`config.mk`:
```
export PLATFORM = sky130hd
export DESIGN_NAME = start_flag_frame_sync_crc16
export DESIGN_NICKNAME = d
export VERILOG_FILES = /design/src/rtl/sfcrc_pkg.sv /design/src/rtl/sfcrc_ram.sv /design/src/rtl/start_flag_frame_sync_crc16.sv
export SDC_FILE = /design/constraint.sdc
export NUM_CORES = 1
export LEC_CHECK = 0
export BUFFER_PORTS_ARGS = -buffer_cell sky130_fd_sc_hd__buf_2
export CORE_MARGIN = 2
export CORE_UTILIZATION = 55
export DETAILED_ROUTE_END_ITERATION = 8
export PLACE_DENSITY_LB_ADDON = 0.08
export SYNTH_ARGS = -nofsm -noshare
export SYNTH_HDL_FRONTEND = slang
export SYNTH_SLANG_ARGS = --single-unit
```
`constraint.sdc`:
```
create_clock -name clk -period 3.9 [get_ports clk]
set_input_delay 0.195 -clock clk [delete_from_list [all_inputs] [get_ports clk]]
set_output_delay 0.195 -clock clk [all_outputs]
set_load 0.03 [all_outputs]
```
`src/rtl/sfcrc_pkg.sv`:
```
// Package with constants, types and the CRC step for the start-flag frame synchronizer.
`default_nettype none
package sfcrc_pkg;

	localparam int RING_DEPTH    = 64;
	localparam int FRAME_LENGTH  = 32;
	localparam int HEADER_LENGTH = 4;

	localparam int PTR_W  = $clog2(RING_DEPTH);
	localparam int CNT_W  = $clog2(FRAME_LENGTH);
	localparam int DIST_W = $clog2(RING_DEPTH + FRAME_LENGTH + 1);

	localparam logic [15:0] CRC_SEED         = 16'hFFFF;
	localparam logic [7:0]  START_FLAG_RESET = 8'h7E;

	typedef logic [PTR_W-1:0] ptr_t;
	typedef logic [CNT_W-1:0] cnt_t;

	typedef enum logic [2:0] {
		ST_IDLE,
		ST_CHECK,
		ST_FLAG_RD,
		ST_FLAG_CHK,
		ST_EMIT_RD,
		ST_EMIT_OUT,
		ST_SCAN_RD,
		ST_SCAN_CHK
	} state_t;

	function automatic ptr_t ring_next(input ptr_t pos);
		ptr_t res;
		if (pos == PTR_W'(RING_DEPTH - 1)) begin
			res = '0;
		end else begin
			res = pos + PTR_W'(1);
		end
		return res;
	endfunction

	function automatic logic [DIST_W-1:0] ring_distance(input ptr_t ahead, input ptr_t behind);
		logic [DIST_W-1:0] res;
		if (ahead >= behind) begin
			res = DIST_W'(ahead) - DIST_W'(behind);
		end else begin
			res = DIST_W'(ahead) + DIST_W'(RING_DEPTH) - DIST_W'(behind);
		end
		return res;
	endfunction

	function automatic logic [15:0] crc_byte(input logic [15:0] crc, input logic [7:0] b);
		logic [15:0] t;
		t = {crc[7:0], crc[15:8]} ^ {8'h00, b};
		t = t ^ {12'h000, t[7:4]};
		t = t ^ {t[3:0], 12'h000} ^ {3'b000, t[7:0], 5'b00000};
		return t;
	endfunction

endpackage
`default_nettype wire

```
`src/rtl/sfcrc_ram.sv`:
```
// Generic single-write, single-read RAM with a registered read port.
`default_nettype none
module sfcrc_ram #(
	parameter int WIDTH = 8,
	parameter int DEPTH = 64
) (
	input  wire logic                     clk,
	input  wire logic                     we,
	input  wire logic [$clog2(DEPTH)-1:0] waddr,
	input  wire logic [WIDTH-1:0]         wdata,
	input  wire logic                     re,
	input  wire logic [$clog2(DEPTH)-1:0] raddr,
	output logic      [WIDTH-1:0]         rdata
);

	logic [WIDTH-1:0] mem [DEPTH];

	always_ff @(posedge clk) begin
		if (we) begin
			mem[waddr] <= wdata;
		end
		if (re) begin
			rdata <= mem[raddr];
		end
	end

endmodule
`default_nettype wire

```
`src/rtl/start_flag_frame_sync_crc16.sv`:
```
// Top level of the start-flag frame synchronizer with CRC-16-CCITT.
//
// Raw bytes arrive as words on the s_axis channel and are stored in a ring
// RAM at the head. When the head runs a frame length ahead of the tail and
// the tail byte equals the start flag, the frame is sent on m_axis, start
// flag first; the last word has tlast set and carries the CRC-16-CCITT
// (seed 0xFFFF) over the bytes after the header. Then, with or without a
// frame, the tail steps one place and scans forward to the next start flag,
// or up to the head. A byte that does not complete a window passes through
// IDLE and CHECK. A completed window adds FLAG_RD and FLAG_CHK for the flag
// test, EMIT_RD and EMIT_OUT per emitted byte, SCAN_RD and SCAN_CHK per byte
// scanned and SCAN_RD when the scan stops at the head, since the single RAM
// read port is registered. The input is not ready while a window is handled.
// The output word sits in a register, so a new byte is taken while a finished
// word waits; a stalled receiver pauses the emission. Reset clears the
// pointers, the state and the output valid and sets the start flag to 0x7E;
// the RAM contents are not cleared. The user must write the start flag
// through cfg_we and cfg_wdata while the block is idle; it is not enforced.
`default_nettype none
module start_flag_frame_sync_crc16 (
	input  wire logic        clk,
	input  wire logic        arst_n,
	input  wire logic        cfg_we,
	input  wire logic [7:0]  cfg_wdata,
	input  wire logic        s_axis_tvalid,
	output logic             s_axis_tready,
	input  wire logic [7:0]  s_axis_tdata,  // [7:0] data_byte
	output logic             m_axis_tvalid,
	input  wire logic        m_axis_tready,
	output logic [23:0]      m_axis_tdata,  // [7:0] frame_byte, [23:8] payload_crc
	output logic             m_axis_tlast   // frame_last
);

	import sfcrc_pkg::*;

	state_t      state_q, state_n;
	ptr_t        head_q, tail_q, pos_q;
	cnt_t        k_q;
	logic [15:0] crc_q;
	logic [7:0]  start_flag_q;
	logic        out_valid_q;
	logic        out_last_q;
	logic [7:0]  out_byte_q;
	logic [15:0] out_crc_q;

	logic        ram_re;
	ptr_t        ram_raddr;
	logic [7:0]  ram_rdata;
	logic        in_accept;
	logic        out_free;
	logic        window_full;
	logic        flag_hit;
	logic        emit_last;
	logic [15:0] crc_next;

	assign in_accept   = s_axis_tvalid && s_axis_tready;
	assign out_free    = !out_valid_q || m_axis_tready;
	assign window_full = ring_distance(head_q, tail_q) == DIST_W'(FRAME_LENGTH);
	assign flag_hit    = ram_rdata == start_flag_q;
	assign emit_last   = k_q == CNT_W'(FRAME_LENGTH - 1);
	assign crc_next    = (32'(k_q) >= HEADER_LENGTH) ? crc_byte(crc_q, ram_rdata) : crc_q;

	sfcrc_ram #(
		.WIDTH(8),
		.DEPTH(RING_DEPTH)
	) u_ring (
		.clk  (clk),
		.we   (in_accept),
		.waddr(head_q),
		.wdata(s_axis_tdata),
		.re   (ram_re),
		.raddr(ram_raddr),
		.rdata(ram_rdata)
	);

	always_comb begin
		state_n = state_q;
		case (state_q)
			ST_IDLE: begin
				if (s_axis_tvalid) begin
					state_n = ST_CHECK;
				end
			end
			ST_CHECK: begin
				state_n = window_full ? ST_FLAG_RD : ST_IDLE;
			end
			ST_FLAG_RD: begin
				state_n = ST_FLAG_CHK;
			end
			ST_FLAG_CHK: begin
				state_n = flag_hit ? ST_EMIT_RD : ST_SCAN_RD;
			end
			ST_EMIT_RD: begin
				state_n = ST_EMIT_OUT;
			end
			ST_EMIT_OUT: begin
				if (out_free) begin
					state_n = emit_last ? ST_SCAN_RD : ST_EMIT_RD;
				end
			end
			ST_SCAN_RD: begin
				state_n = (pos_q == head_q) ? ST_IDLE : ST_SCAN_CHK;
			end
			ST_SCAN_CHK: begin
				state_n = flag_hit ? ST_IDLE : ST_SCAN_RD;
			end
			default: begin
				state_n = ST_IDLE;
			end
		endcase
	end

	always_comb begin
		s_axis_tready = 1'b0;
		ram_re        = 1'b0;
		ram_raddr     = pos_q;
		case (state_q)
			ST_IDLE: begin
				s_axis_tready = 1'b1;
			end
			ST_FLAG_RD: begin
				ram_re    = 1'b1;
				ram_raddr = tail_q;
			end
			ST_EMIT_RD: begin
				ram_re = 1'b1;
			end
			ST_SCAN_RD: begin
				ram_re = pos_q != head_q;
			end
			default: begin
				ram_re = 1'b0;
			end
		endcase
	end

	always_ff @(posedge clk or negedge arst_n) begin
		if (!arst_n) begin
			state_q      <= ST_IDLE;
			head_q       <= '0;
			tail_q       <= '0;
			pos_q        <= '0;
			k_q          <= '0;
			crc_q        <= CRC_SEED;
			start_flag_q <= START_FLAG_RESET;
			out_valid_q  <= 1'b0;
		end else begin
			state_q <= state_n;
			if (cfg_we) begin
				start_flag_q <= cfg_wdata;
			end
			if (out_valid_q && m_axis_tready) begin
				out_valid_q <= 1'b0;
			end
			case (state_q)
				ST_IDLE: begin
					if (in_accept) begin
						head_q <= ring_next(head_q);
					end
				end
				ST_CHECK: begin
					pos_q <= tail_q;
					k_q   <= '0;
					crc_q <= CRC_SEED;
				end
				ST_FLAG_CHK: begin
					if (!flag_hit) begin
						pos_q <= ring_next(tail_q);
					end
				end
				ST_EMIT_OUT: begin
					if (out_free) begin
						out_valid_q <= 1'b1;
						crc_q       <= crc_next;
						k_q         <= k_q + CNT_W'(1);
						pos_q       <= emit_last ? ring_next(tail_q) : ring_next(pos_q);
					end
				end
				ST_SCAN_RD: begin
					if (pos_q == head_q) begin
						tail_q <= head_q;
					end
				end
				ST_SCAN_CHK: begin
					if (flag_hit) begin
						tail_q <= pos_q;
					end else begin
						pos_q <= ring_next(pos_q);
					end
				end
				default: begin
					pos_q <= pos_q;
				end
			endcase
		end
	end

	always_ff @(posedge clk) begin
		if (state_q == ST_EMIT_OUT && out_free) begin
			out_byte_q <= ram_rdata;
			out_last_q <= emit_last;
			out_crc_q  <= emit_last ? crc_next : 16'h0000;
		end
	end

	assign m_axis_tvalid = out_valid_q;
	assign m_axis_tdata  = {out_crc_q, out_byte_q};
	assign m_axis_tlast  = out_last_q;

endmodule
`default_nettype wire

```
# Word-level counts from Yosys, hierarchy flattened
# Memories as Yosys holds them, arrays and structs flattened. A register that Yosys moved wholly into a read port is not among the register bits.
# Index checks and enable logic that the tools add are counted.
# word_totals
reg_bits	76
ram_bits	512
inputBits	21
output_inout_bits	27
word_cells	94
memories	1
# classes
add_sub_neg	7
n_lt_le_gt_ge	2
n_eq_ne	21
n_mux	33
bitwise	4
n_reduce_logical	15
# mem_list
memory	words	width	rd	rd_ports_with_merged_regs	wr	line_no	text
u_ring.mem	64	8	1	1	1	sfcrc_ram.sv:16	logic [WIDTH-1:0] mem [DEPTH];
# ops
cell	n
$mux 6	10
$mux 16	2
$pmux 16 s2	1
$pmux 3 s8	1
$pmux 6 s4	1
$add 6x1->6 const B	3
$eq 6x6->1 const B	3
$xor 16x13->16	1
$xor 16x16->16	1
$xor 16x4->16	1
$xor 16x8->16	1
$eq 3x3->1 const B	4
$mux 3	4
$ne 2x2->1 const B	6
$pmux 6 s2	1
$pmux 5 s2	1
$eq 8x8->1	1
$add 6x7->7 const B	1
$eq 7x6->1 const B	1
$mux 7	1
$sub 6x6->7	1
$sub 7x6->7	1
$eq 3x2->1 const B	2
$eq 6x6->1	1
20 further kinds	32

# Logic depth before layout (Yosys ltp)
# depth
word_depth	7
depth_mapped	10
mapped_depth_nobuf	9

# By module
# From an unflattened synthesis, not the netlist that was laid out.
# hier_totals
cells_unflattened	1331
hier_area_um2	24607.4
# modules_own_cells
mod	n_inst	cells_each	area_each_um2	seq_area_each_um2
sfcrc_ram	1	940	20246.9	15615.0
start_flag_frame_sync_crc16	1	391	4360.4	2054.5

# Least setup slack after synthesis
# Ideal clock, no wire load.
# synth_path
kind	reg-to-reg
from	reg state_q[0]
to	mem u_ring.mem[31][0], enable pin
setup_ps	370
t_arrival_ps	2722
path_slack_ps	807
stages_incl_launch_ff	9
n_path_buf	3
cell_sequence	dfrtp_1 -> buf_2 -> nor3_1 -> and2_1 -> clkbuf_1 -> nand3_1 -> or2_2 -> clkbuf_1 -> nor2_1
# synth_via
elab_chain_len	5
# synth_rtl
element	line_no	text
start: declaration	start_flag_frame_sync_crc16.sv:36	state_t state_q, state_n;
start signal: assignment	start_flag_frame_sync_crc16.sv:148	state_q <= state_n;
$logic_not 3->1	start_flag_frame_sync_crc16.sv:117	case (state_q)
$mux 1	start_flag_frame_sync_crc16.sv:117	
net s_axis_tready	start_flag_frame_sync_crc16.sv:26	output logic s_axis_tready,
$logic_and 1x1->1	start_flag_frame_sync_crc16.sv:56	assign in_accept = s_axis_tvalid && s_axis_tready;
$mux 1	sfcrc_ram.sv:19	if (we) begin
$mux 1 (not written as such)	sfcrc_ram.sv:20	mem[waddr] <= wdata;
end: declaration	sfcrc_ram.sv:16	
# The timed path passes the listed nets, and every way through them passes these cells.

# Worst setup path after layout
# layout_path
from	reg state_q[1]
to	reg u_ring.rdata[6], read port of u_ring.mem (data pin)
# layout_via
elab_chain_len	3
word_cells_on_any_way	6
cone_classes	eq/ne (3); mux (2); reduce/logical (1)
# layout_rtl
element	line_no	text
$eq 3x2->1 or $eq 3x3->1 (tied branches)	start_flag_frame_sync_crc16.sv:117	
$reduce_or 2->1 (no line)	-	
$pmux 1 s2	start_flag_frame_sync_crc16.sv:117	
end: declaration	sfcrc_ram.sv:13	output logic [WIDTH-1:0] rdata
# Parallel ways exist; a longest one is shown, timed or not.
# A chain may end at the register's enable or synchronous reset.

==> metrics <==
most common cell in the synthesized netlist=edfxtp_1; Commonest cells post-synth=edfxtp_1 (545), nor2b_1 (210), a221oi_1 (193); startpoint types=register; Synth cell types=52; height of the die=219 um; vias per cell=6.37; largest net degree at the start of global routing=129; I/O pins=48; clock root cell=clkbuf_16; Die Area=approximately 0.048 mm2; Leakage=~9.7 nW; final number of setup-violating endpoints=0; DRC viols=0; Worst slew margin=roughly 26%; Reg-to-Reg End=u_ring.rdata[6]$_DFFE_PP_; drt pass-1 iters=5; Worst Reg2Reg Path Length in Cells=8; htree depth=2; GRT Total Usage=roughly 28%; Worst Path Arrival=roughly 4.3 ns; WL/cell=between 20 and 30 um; antenna violations before repair=2; Peak VDD IR=approximately 0.5 mV; Setup crit end kind=register; die width=219 um; register area share after synthesis=between 60% and 70%; top_reg_cell synth=edfxtp_1; Final TNS setup=0 ns; flop2flop setup slack=~0.06 ns; Pins Over Slew Limit=0; Crit path required time=4.33 ns; vias in the first global route=approximately 16k; synth warn=0; RSZ-0062 raised after global routing=false; routed vias=16.5k; share of post-route cells with drive strength above 1=between 10 and 15%; pwr/cell area=659 mW/mm2; Yosys reg bits=approximately 600; clk_lat worst skew=around 0.62 ns; post-synth top area cell=edfxtp_1; synth top area cells=edfxtp_1 (64%), a221oi_1 (6.6%), nor2b_1 (5.2%); Tcrit/Tclk final=between 90% and 100%; Clock Sinks=596; core area=approximately 0.046 mm2; status=complete, no violations; syn_area_per_cell=13.7 um2; site row count=78; Net Count, Synth=about 1.9k; Post-Synthesis Cells=between 1.5k and 2k; CTS tree=yes; Fin Hold WS=around 0.15 ns; Post-synth EDFFs=approximately 550; drt initial violations=approximately 1.9k; Post-synth ARST share=under 10%; post-synth top area share=~64%; routability cong.=between 0.9 and 1; Max-Cap Viols=0; Port Buffers=47; CTS Buf Count=60; synthesized area=between 0.02 and 0.03 mm2; Layout Skew=between 0.01 and 0.015 ns; min cycle time layout=3.84 ns; half-perimeter wire length after placement=around 42 mm; final hold viol count=0; WL final=approximately 66 mm; Worst-path clk slew=approximately 0.07 ns; clk buf depth=3; crit path max fanout=52; initial core utilization=55.8%; f_max=about 260 MHz; critical path type=reg2reg; antenna viol nets, final=0; first-pass GRT wire length=around 99 mm; Area growth, synth to finish=13.0%; worst hold path class=in2async; reg2reg start=state_q[1]$_DFFE_PN0P_; Final Power=19.0 mW; total congestion overflow=0; actual slew at the worst max-slew pin=1.11 ns; nets=roughly 2k
final cells by class:
class	count	area (um2)
fill	3394	16800
inverter	16	60.1
tap	600	751
clock buffer	76	1600
multi-input combinational	1105	7170
timing repair buffer	161	1240
sequential	596	17700
clock inverter	33	264
antenna	1	2.50
per-layer routing:
metal / vias to the layer above / global-route usage [%] / wire (um)
li1: 7360 / - / -
met1: 8242 / 38.9 / 27600
met2: 740 / 42.9 / 30600
met3: 135 / 6.63 / 5640
met4: 4 / 10.8 / 2500
met5: - / 0.938 / 78
cell usage in the layout (no fill, tap or decap), types with 6 or more instances in the layout:
cell type	count
nor2_1	95
buf_4	87
and2_1	10
mux2i_1	13
xnor2_1	23
dfstp_2	22
a221oi_1	193
o21ai_0	131
nor4_1	11
xor2_1	25
buf_2	47
a21oi_1	84
o211a_1	7
dlygate4sd3_1	19
edfxtp_1	545
nor2b_1	210
ha_1	12
o2111ai_1	32
mux2_2	13
clkinv_1	15
nand2_1	115
or2_2	6
or3_1	9
dfrtp_1	29
a22oi_1	32
nand3_1	15
buf_12	8
nor3_1	17
clkbuf_1	14
clkbuf_16	62
clkinv_2	11
inv_1	16
cell families after synthesis:
| logic type | synth area share, % |
|---|---|
| AO/OA/AOI/OAI | 14.0 |
| XOR/XNOR | 1.65 |
| adder cells (fa/ha/maj) | 0.669 |
| buffers and inverters | 2.65 |
| flip-flops | 69.4 |
| multiplexers | 1.17 |
| AND/OR/NAND/NOR | 10.5 |
repair_timing:
item / 4_1_cts / 5_1_grt
gates resized for setup: 0 / 0
endpoints found under the hold margin: 35 / 0
hold buffers: 19 / 0
setup buffers: 0 / 0
worst max-delay path: stages (launching register included):
cell	delay, ns
dfrtp_1	0.52
or3b_1	0.60
buf_4	0.27
a21o_4	0.52
buf_12	0.30
a221oi_1	0.12
o21ai_0	0.62
o2111ai_1	0.29
nor4_1	0.35
registers in the layout (all words and copies together) (netlist names), 3 cells and up:
name and count:
head_q 6, state_q 3, start_flag_q 8, crc_q 16, tail_q 6, u_ring.mem 512, out_crc_q 16, u_ring.rdata 8
pos_q 6, out_byte_q 8, k_q 5
how the worst max path moves through the flow:
stage | start | to | cells after the start
2_1_floorplan | state_q[0]$_DFFE_PN0P_ | u_ring.mem[31][0]$_DFFE_PP_ | 8
6_report | state_q[1]$_DFFE_PN0P_ | u_ring.rdata[6]$_DFFE_PP_ | 8
5_1_grt | state_q[2]$_DFFE_PN0P_ | u_ring.rdata[5]$_DFFE_PP_ | 8
4_1_cts | state_q[1]$_DFFE_PN0P_ | u_ring.rdata[4]$_DFFE_PP_ | 8
3_3_place_gp | state_q[1]$_DFFE_PN0P_ | u_ring.rdata[3]$_DFFE_PP_ | 9
3_5_place_dp | state_q[1]$_DFFE_PN0P_ | u_ring.rdata[4]$_DFFE_PP_ | 8
power breakdown:
part,total [mW],switching [mW],internal [mW]
clock,5.51,2.36,3.15
sequential,7.90,0.451,7.45
combinational,5.54,3.74,1.80
stage by stage:
stage / setup WS, ns / std cells / util (%) / cell area [um2]
after floorplan: 0.807 / 1860 / - / 25500
after global placement: 0.459 / 2459 / 58.6 / 26700
after detailed placement: 0.296 / 2459 / 58.6 / 26700
after CTS: 0.278 / 2587 / 63.1 / 28800
after global routing: 0.0362 / 2588 / 63.1 / 28800
final: 0.0605 / 2588 / 63.1 / 28800
Note: power is estimated with default switching activity, not from simulation.
